### src/design/ssw_pkg.sv
// Shared constants, codes and types for the subset sum window search block.
`timescale 1ns / 1ps

package ssw_pkg;

   localparam int MAX_ITEMS   = 32;
   localparam int MAX_MATCHES = 63;
   localparam int AMT_W       = 24;
   localparam int MASK_W      = 32;
   localparam int SLOT_W      = 5;
   localparam int CNT_W       = 6;
   localparam int TGT_W       = 29;
   localparam int TOL_W       = 28;
   localparam int SUM_W       = 29;
   localparam int CELLS       = (MAX_ITEMS < MASK_W) ? MAX_ITEMS : MASK_W;
   localparam int ACC_W       = AMT_W + $clog2(CELLS) + 1;
   localparam int BND_W       = ((ACC_W > TGT_W + 1) ? ACC_W : TGT_W + 1) + 1;
   localparam int MCNT_W      = $clog2(MAX_MATCHES + 1);
   localparam int CSR_IDX_W   = 3;
   localparam int CSR_DATA_W  = 32;

   typedef enum logic [CSR_IDX_W-1:0] {
      CSR_ITEM_COUNT = 3'd0,
      CSR_TARGET     = 3'd1,
      CSR_TOLERANCE  = 3'd2,
      CSR_FIRST_MASK = 3'd3,
      CSR_LAST_MASK  = 3'd4
   } csr_index_type;

   typedef enum logic {
      ACT_LOAD = 1'b0,
      ACT_RUN  = 1'b1
   } action_type;

   typedef enum logic [1:0] {
      ST_IDLE,
      ST_WALK,
      ST_CLOSE,
      ST_WAIT
   } seq_state_type;

   typedef struct packed {
      logic              valid;
      logic              close;
      logic [MASK_W-1:0] mask;
      logic [ACC_W-1:0]  sum;
   } chain_word_type;

   typedef struct packed {
      logic             start;
      logic [BND_W-1:0] lo;
      logic [BND_W-1:0] hi;
   } run_ctl_type;

endpackage

### src/design/ssw_cell.sv
// One cell of the summing chain: holds one amount, adds it to the passing word when take is set.
`timescale 1ns / 1ps

module ssw_cell import ssw_pkg::*; (
   input  logic              clock,
   input  logic              reset,
   input  logic              advance,
   input  logic              load_en,
   input  logic [AMT_W-1:0]  load_value,
   input  logic              take,
   input  chain_word_type    prev_word,
   output chain_word_type    next_word
);

   logic [AMT_W-1:0] amount_ff;
   chain_word_type   word_ff;
   chain_word_type   word_in;
   logic [ACC_W-1:0] addend;

   always_ff @(posedge clock) begin
      if (load_en) begin
         amount_ff <= load_value;
      end
   end

   always_comb begin
      addend      = take ? ACC_W'($signed(amount_ff)) : '0;
      word_in     = prev_word;
      word_in.sum = prev_word.sum + addend;
   end

   always_ff @(posedge clock) begin
      if (reset) begin
         word_ff.valid <= 1'b0;
      end else if (advance) begin
         word_ff <= word_in;
      end
   end

   assign next_word = word_ff;

endmodule

### src/design/ssw_seq.sv
// Mask sequencer: walks the mask window into the chain, then the closing word.
`timescale 1ns / 1ps

module ssw_seq import ssw_pkg::*; (
   input  logic              clock,
   input  logic              reset,
   input  logic              run_go,
   input  logic              advance,
   input  logic              close_done,
   input  logic [TGT_W-1:0]  target,
   input  logic [TOL_W-1:0]  tolerance,
   input  logic [MASK_W-1:0] first_mask,
   input  logic [MASK_W-1:0] last_mask,
   output chain_word_type    inject,
   output run_ctl_type       ctl,
   output logic              busy
);

   seq_state_type     state_ff, state_in;
   logic [MASK_W-1:0] mask_ff, mask_in;
   logic [BND_W-1:0]  lo_ff, lo_in;
   logic [BND_W-1:0]  hi_ff, hi_in;

   always_ff @(posedge clock) begin
      if (reset) begin
         state_ff <= ST_IDLE;
         mask_ff  <= '0;
      end else begin
         state_ff <= state_in;
         mask_ff  <= mask_in;
      end
   end

   always_ff @(posedge clock) begin
      lo_ff <= lo_in;
      hi_ff <= hi_in;
   end

   always_comb begin
      state_in     = state_ff;
      mask_in      = mask_ff;
      lo_in        = lo_ff;
      hi_in        = hi_ff;
      inject.valid = 1'b0;
      inject.close = 1'b0;
      inject.mask  = mask_ff;
      inject.sum   = '0;
      ctl.start    = 1'b0;
      ctl.lo       = lo_ff;
      ctl.hi       = hi_ff;
      unique case (state_ff)
         ST_IDLE: begin
            if (run_go) begin
               ctl.start = 1'b1;
               mask_in   = first_mask;
               lo_in     = BND_W'($signed(target)) - BND_W'(tolerance);
               hi_in     = BND_W'($signed(target)) + BND_W'(tolerance);
               state_in  = (first_mask > last_mask) ? ST_CLOSE : ST_WALK;
            end
         end
         ST_WALK: begin
            inject.valid = 1'b1;
            if (advance) begin
               if (mask_ff == last_mask) begin
                  state_in = ST_CLOSE;
               end else begin
                  mask_in = mask_ff + 1'b1;
               end
            end
         end
         ST_CLOSE: begin
            inject.valid = 1'b1;
            inject.close = 1'b1;
            inject.mask  = '0;
            if (advance) begin
               state_in = ST_WAIT;
            end
         end
         ST_WAIT: begin
            if (close_done) begin
               state_in = ST_IDLE;
            end
         end
         default: begin
            state_in = ST_IDLE;
         end
      endcase
   end

   assign busy   = (state_ff != ST_IDLE);

endmodule

### src/design/ssw_out.sv
// Result stage: window compare, match limit, saturation and output register.
`timescale 1ns / 1ps

module ssw_out import ssw_pkg::*; (
   input  logic              clock,
   input  logic              reset,
   input  chain_word_type    tail,
   input  run_ctl_type       ctl,
   input  logic              rsp_stall,
   output logic              advance,
   output logic              rsp_valid,
   output logic [MASK_W-1:0] rsp_subset_mask,
   output logic [SUM_W-1:0]  rsp_subset_sum,
   output logic              rsp_is_match,
   output logic              rsp_last,
   output logic              rsp_truncated
);

   logic              valid_ff, valid_in;
   logic [MCNT_W-1:0] count_ff, count_in;
   logic              trunc_ff, trunc_in;
   logic [MASK_W-1:0] mask_ff, mask_in;
   logic [SUM_W-1:0]  sum_ff, sum_in;
   logic              match_ff, match_in;
   logic              last_ff, last_in;
   logic              trunc_out_ff, trunc_out_in;

   logic [BND_W-1:0]       sum_ext;
   logic                   hit;
   logic                   room;
   logic [ACC_W-SUM_W:0]   upper;
   logic [SUM_W-1:0]       sum_sat;

   assign advance = !valid_ff || !rsp_stall;

   always_comb begin
      sum_ext = BND_W'($signed(tail.sum));
      hit     = tail.valid && !tail.close &&
                ($signed(sum_ext) >= $signed(ctl.lo)) &&
                ($signed(sum_ext) <= $signed(ctl.hi));
      room    = (count_ff < MCNT_W'(MAX_MATCHES));
      upper   = tail.sum[ACC_W-1:SUM_W-1];
      if ((&upper) || !(|upper)) begin
         sum_sat = tail.sum[SUM_W-1:0];
      end else if (tail.sum[ACC_W-1]) begin
         sum_sat = {1'b1, {(SUM_W-1){1'b0}}};
      end else begin
         sum_sat = {1'b0, {(SUM_W-1){1'b1}}};
      end

      count_in     = count_ff;
      trunc_in     = trunc_ff;
      valid_in     = valid_ff;
      mask_in      = mask_ff;
      sum_in       = sum_ff;
      match_in     = match_ff;
      last_in      = last_ff;
      trunc_out_in = trunc_out_ff;

      if (ctl.start) begin
         count_in = '0;
         trunc_in = 1'b0;
      end else if (advance) begin
         valid_in = 1'b0;
         if (tail.valid && tail.close) begin
            valid_in     = 1'b1;
            mask_in      = '0;
            sum_in       = '0;
            match_in     = 1'b0;
            last_in      = 1'b1;
            trunc_out_in = trunc_ff;
         end else if (hit && room) begin
            valid_in     = 1'b1;
            mask_in      = tail.mask;
            sum_in       = sum_sat;
            match_in     = 1'b1;
            last_in      = 1'b0;
            trunc_out_in = 1'b0;
            count_in     = count_ff + 1'b1;
         end else if (hit) begin
            trunc_in = 1'b1;
         end
      end
   end

   always_ff @(posedge clock) begin
      if (reset) begin
         valid_ff <= 1'b0;
         count_ff <= '0;
         trunc_ff <= 1'b0;
      end else begin
         valid_ff <= valid_in;
         count_ff <= count_in;
         trunc_ff <= trunc_in;
      end
   end

   always_ff @(posedge clock) begin
      mask_ff      <= mask_in;
      sum_ff       <= sum_in;
      match_ff     <= match_in;
      last_ff      <= last_in;
      trunc_out_ff <= trunc_out_in;
   end

   assign rsp_valid       = valid_ff;
   assign rsp_subset_mask = mask_ff;
   assign rsp_subset_sum  = sum_ff;
   assign rsp_is_match    = match_ff;
   assign rsp_last        = last_ff;
   assign rsp_truncated   = trunc_out_ff;

endmodule

### src/design/subset_sum_window_search_core.sv
// Top level of the subset sum window search: registers, sequencer, cell chain, result stage.
//
// Usage: load words (req_action = 0) write req_amount_value into table slot req_slot;
// loads may follow each other in every cycle while req_stall is low. A run word
// (req_action = 1) walks every mask from first_mask to last_mask through a chain of
// 32 summing cells, one mask entering the chain per cycle unless rsp_stall holds it. Each mask
// whose sum lies within tolerance of target, up to 63 of them, leaves on the rsp channel
// as a match word; the run ends with one closing word (rsp_last = 1, rsp_truncated set
// when more than 63 matches existed). A mask passes the register of each of the 32 chain
// cells and then the output register before its match word is presented. req_stall
// stays high from the run word until the closing word is taken; the next word can be
// taken in the cycle after that. Configuration is written through csr_we / csr_index /
// csr_data; the user must do so only while no run is in flight, which the block itself
// does not enforce. A synchronous reset clears the control state and restores the
// register defaults; the amount table holds no value until loaded. While rsp_stall is
// high with a word pending, the chain and sequencer hold.
`timescale 1ns / 1ps

module subset_sum_window_search_core import ssw_pkg::*; (
   input  logic                  clock,
   input  logic                  reset,
   input  logic                  req_valid,
   output logic                  req_stall,
   input  logic                  req_action,
   input  logic [SLOT_W-1:0]     req_slot,
   input  logic [AMT_W-1:0]      req_amount_value,
   output logic                  rsp_valid,
   input  logic                  rsp_stall,
   output logic [MASK_W-1:0]     rsp_subset_mask,
   output logic [SUM_W-1:0]      rsp_subset_sum,
   output logic                  rsp_is_match,
   output logic                  rsp_last,
   output logic                  rsp_truncated,
   input  logic                  csr_we,
   input  logic [CSR_IDX_W-1:0]  csr_index,
   input  logic [CSR_DATA_W-1:0] csr_data
);

   logic [CNT_W-1:0]  item_count_ff;
   logic [TGT_W-1:0]  target_ff;
   logic [TOL_W-1:0]  tolerance_ff;
   logic [MASK_W-1:0] first_mask_ff;
   logic [MASK_W-1:0] last_mask_ff;

   logic              busy;
   logic              advance;
   logic              load_go;
   logic              run_go;
   logic              close_done;
   logic [CNT_W-1:0]  n_eff;
   run_ctl_type       ctl;
   chain_word_type    chain [0:CELLS];
   logic [CELLS-1:0]  take;
   logic [CELLS-1:0]  load_en;

   always_ff @(posedge clock) begin
      if (reset) begin
         item_count_ff <= CNT_W'(32);
         target_ff     <= '0;
         tolerance_ff  <= '0;
         first_mask_ff <= '0;
         last_mask_ff  <= '0;
      end else if (csr_we) begin
         unique case (csr_index)
            CSR_ITEM_COUNT: item_count_ff <= csr_data[CNT_W-1:0];
            CSR_TARGET:     target_ff     <= csr_data[TGT_W-1:0];
            CSR_TOLERANCE:  tolerance_ff  <= csr_data[TOL_W-1:0];
            CSR_FIRST_MASK: first_mask_ff <= csr_data[MASK_W-1:0];
            CSR_LAST_MASK:  last_mask_ff  <= csr_data[MASK_W-1:0];
            default: begin
            end
         endcase
      end
   end

   assign req_stall  = busy;
   assign load_go    = req_valid && !busy && (req_action == ACT_LOAD);
   assign run_go     = req_valid && !busy && (req_action == ACT_RUN);
   assign close_done = rsp_valid && !rsp_stall && rsp_last;
   assign n_eff      = (item_count_ff > CNT_W'(CELLS)) ? CNT_W'(CELLS) : item_count_ff;

   ssw_seq u_seq (
      .clock      (clock),
      .reset      (reset),
      .run_go     (run_go),
      .advance    (advance),
      .close_done (close_done),
      .target     (target_ff),
      .tolerance  (tolerance_ff),
      .first_mask (first_mask_ff),
      .last_mask  (last_mask_ff),
      .inject     (chain[0]),
      .ctl        (ctl),
      .busy       (busy)
   );

   for (genvar i = 0; i < CELLS; i++) begin : g_cell
      assign take[i]    = chain[i].mask[i] && (CNT_W'(i) < n_eff);
      assign load_en[i] = load_go && (req_slot == SLOT_W'(i));

      ssw_cell u_cell (
         .clock      (clock),
         .reset      (reset),
         .advance    (advance),
         .load_en    (load_en[i]),
         .load_value (req_amount_value),
         .take       (take[i]),
         .prev_word  (chain[i]),
         .next_word  (chain[i+1])
      );
   end

   ssw_out u_out (
      .clock           (clock),
      .reset           (reset),
      .tail            (chain[CELLS]),
      .ctl             (ctl),
      .rsp_stall       (rsp_stall),
      .advance         (advance),
      .rsp_valid       (rsp_valid),
      .rsp_subset_mask (rsp_subset_mask),
      .rsp_subset_sum  (rsp_subset_sum),
      .rsp_is_match    (rsp_is_match),
      .rsp_last        (rsp_last),
      .rsp_truncated   (rsp_truncated)
   );

endmodule

### config.mk
export PLATFORM = sky130hd
export DESIGN_NAME = subset_sum_window_search_core
export DESIGN_NICKNAME = d
export VERILOG_FILES = /design/src/design/ssw_pkg.sv /design/src/design/ssw_cell.sv /design/src/design/ssw_seq.sv /design/src/design/ssw_out.sv /design/src/design/subset_sum_window_search_core.sv
export SDC_FILE = /design/constraint.sdc
export NUM_CORES = 2
export LEC_CHECK = 0
export ABC_CLOCK_PERIOD_IN_PS = 10600
export BUFFER_PORTS_ARGS = -buffer_cell sky130_fd_sc_hd__buf_2
export CAP_MARGIN = 40
export CORE_UTILIZATION = 55
export CTS_BUF_LIST = sky130_fd_sc_hd__clkbuf_16
export DETAILED_ROUTE_END_ITERATION = 8
export HOLD_SLACK_MARGIN = 0.08
export PLACE_DENSITY = 0.71
export SLEW_MARGIN = 20
export SYNTH_ARGS = -nofsm -noshare
export SYNTH_HDL_FRONTEND = slang
export SYNTH_HIERARCHICAL = 1
export SYNTH_SLANG_ARGS = --single-unit
### constraint.sdc
create_clock -name clock -period 10.6 [get_ports clock]
set_clock_uncertainty 0.05 [all_clocks]
set_input_delay 2.12 -clock clock [delete_from_list [all_inputs] [get_ports clock]]
set_output_delay 2.12 -clock clock [all_outputs]
set_load 0.005 [all_outputs]
==> results.tsv <==
metric	value	unit
cts_buffer_depth	4	
synth_top_cells_by_count	edfxtp_1, ha_1, a21oi_1	
start_kind	flop	
synth.most_common_cell	edfxtp_1	
grt_pass1_vias	104000	
min_period	4.38	ns
max_cap_violations	0	
yosysTopAreaCellShare	53.7	%
maxSlewHeadroom	38.2	%
cp_data_arrival_time	4.98	ns
first_pass_iters	9	
final-setup-viol-count	0	
grt_pass1_wl	588	mm
end_kind	flop	
area_delta_synth_final	10.4	%
ys_async_sr_fraction	0	%
place.gp.congestion	0.908	
rsz0062_at_grt	false	
hold_path.class	reg2reg	
finalMaxSlewViolations	0	
avgRoutedWirePerCell	21.6	µm
fp.dieW	546	µm
worst_pin_slew	0.926	ns
netlist_area	0.162	mm²
place.port_buffers	135	
yosysSeqAreaShare	56.2	%
final_nets	14700	
layout.cells.non_filler	17700	
drive_gt1_share	9.12	%
cp_max_fo	24	
ctsRootBufferMaster	clkbuf_16	
avgSynthCellArea	12.2	µm²
start_util	55.3	%
fmax	228	MHz
path_clk_slew	0.07	ns
ant_nets	0	
drt_first_iter_violations	7826	
dpl.hpwl	273	mm
pre_cts_slack	5.66	ns
finalWorstSetupSlack	6.22	ns
outcome	finished with violations	
finalWirelength	382	mm
gr-usage-all-layers	25.0	%
dp.cells	17100	
pin_count	136	
power.leakage	0.0691	µW
post_cts_resized	0	
overflow	0	
synthCells	13300	
hold_violations	0	
period_share	41.4	%
synthDistinctLibCells	121	
peakVddDrop	0.149	mV
drc	42	
power.density	228	mW/mm²
num_rows	199	
die_y	546	µm
dieArea	0.298	mm²
core-area	0.294	mm²
antenna_found_initial	20	
fin_tns_setup	0	ns
synth-seq-cells	3108	
ys_top_cells_by_area	edfxtp_1, ha_1, xnor2_1	
grt_max_degree	126	
postCtsSetupBuffers	0	
cts-buffers-inserted	321	
violations	DRC	
yosys_warnings	6	
vias	106000	
synth_area_leader_cell	edfxtp_1	
synth_edf_count	2907	
ys.flop_type	edfxtp_1	
viasPerCell	5.96	
fin_util	61.0	%
hold_buffers	0	
clk_latency	0.92	ns
crit_type	reg2reg	
htreeDepth	5	
cts_tree	built	
numClockSinks	3108	
required	11.19	ns
[registers in the layout (all words and copies together), names as in the netlist, 30 cells and up]
name                     flops
g_cell.u_cell/amount_ff    768
u_seq/hi_ff                 30
last_mask_ff                32
u_out/rsp_subset_mask       32
g_cell.u_cell/next_word   2048
u_seq/mask_ff               32
first_mask_ff               32
[final cells by class]
class                           count  area (µm²)
Antenna cell                       13        32.5
Clock buffer                      331        8280
Clock inverter                    251        2480
Fill cell                       22800      114000
Inverter                          459        1720
Multi-Input combinational cell   9293       67800
Sequential cell                  3108       91300
Tap cell                         3919        4900
Timing Repair Buffer              324        2800
[per-layer routing]
metal	vias to the layer above	part of all wire (%)	track usage [%]
met2	2956	51	44.6
li1	50300	-	-
met3	779	4.8	2.94
met1	51500	41	31.0
met5	-	0.0065	0
met4	4	3.8	9.41
[power by group]
part / switching [µW] / total, µW / internal, µW
clock network: 4810 / 11500 / 6660
registers: 852 / 16800 / 15900
logic: 7700 / 12700 / 4990
[per-stage QoR]
step                      hold WS [ns]  cell area [µm²]  power [µW]
after detailed placement         0.355           168000       29500
final                            0.327           179000       40900
after CTS                        0.329           179000       41000
after floorplan                  0.350           163000       26200
after global routing             0.339           179000       43000
after global placement           0.350           167000       29200
[worst max-delay path, cell delays in order (launching register included)]
cell      delay [ns]
dfxtp_1         0.68
buf_4           0.32
o211a_1         0.19
o21a_1          0.61
nand2_1         0.21
inv_1           0.12
ha_1            0.24
a21oi_1         0.26
o211ai_1        0.21
nor2b_1         0.23
a211o_1         0.38
a211oi_2        0.31
a21oi_1         0.13
xnor2_1         0.14
[cells in the final DEF (no fill, tap or decap), types with 39 or more instances in the layout]
| cell type | n |
|---|---|
| ha_1 | 1087 |
| edfxtp_1 | 2907 |
| nand2b_1 | 248 |
| xnor2_1 | 644 |
| a211o_1 | 57 |
| o21ai_1 | 117 |
| inv_1 | 513 |
| a21o_1 | 445 |
| o21ai_0 | 374 |
| nand2_1 | 686 |
| nor2b_1 | 222 |
| a221o_1 | 48 |
| nand4_1 | 185 |
| bufinv_16 | 39 |
| a21oi_2 | 56 |
| xor2_1 | 230 |
| mux2i_1 | 177 |
| clkinv_2 | 47 |
| buf_2 | 137 |
| dfxtp_1 | 201 |
| o21a_1 | 122 |
| o22ai_1 | 60 |
| nor2_1 | 737 |
| a311o_1 | 47 |
| nor3_2 | 64 |
| a211oi_1 | 108 |
| o211ai_1 | 115 |
| o2111ai_1 | 56 |
| clkbuf_16 | 331 |
| and2_1 | 788 |
| a31oi_1 | 85 |
| nor3b_1 | 41 |
| o21bai_1 | 98 |
| nand3_1 | 312 |
| a21oi_1 | 906 |
| or2_2 | 44 |
| and3_1 | 91 |
| buf_4 | 141 |
| nor3_1 | 226 |
| clkinv_1 | 58 |
[kinds of logic after synthesis]
kind of cell / Yosys count / synth area share, %
AND/OR/NAND/NOR: 3903 / 12.8
AO/OA/AOI/OAI: 3180 / 13.9
buffers and inverters: 957 / 2.40
adder cells (fa/ha/maj): 1121 / 8.79
other: 1 / 0.00231
XOR/XNOR: 874 / 4.71
flip-flops: 3108 / 56.2
multiplexers: 185 / 1.15
[worst paths after layout]
path	from	to	slack, ns	cells after the start
setup / recovery	item_count_ff[3]	g_cell[25].u_cell/next_word[29]	6.22	13
hold / removal	g_cell[30].u_cell/next_word[59]	g_cell[31].u_cell/next_word[59]	0.33	0
setup reg to reg	item_count_ff[3]	g_cell[25].u_cell/next_word[29]	6.22	13
hold reg to reg	g_cell[30].u_cell/next_word[59]	g_cell[31].u_cell/next_word[59]	0.33	0
No activity file was read; power rests on OpenSTA's default activity.
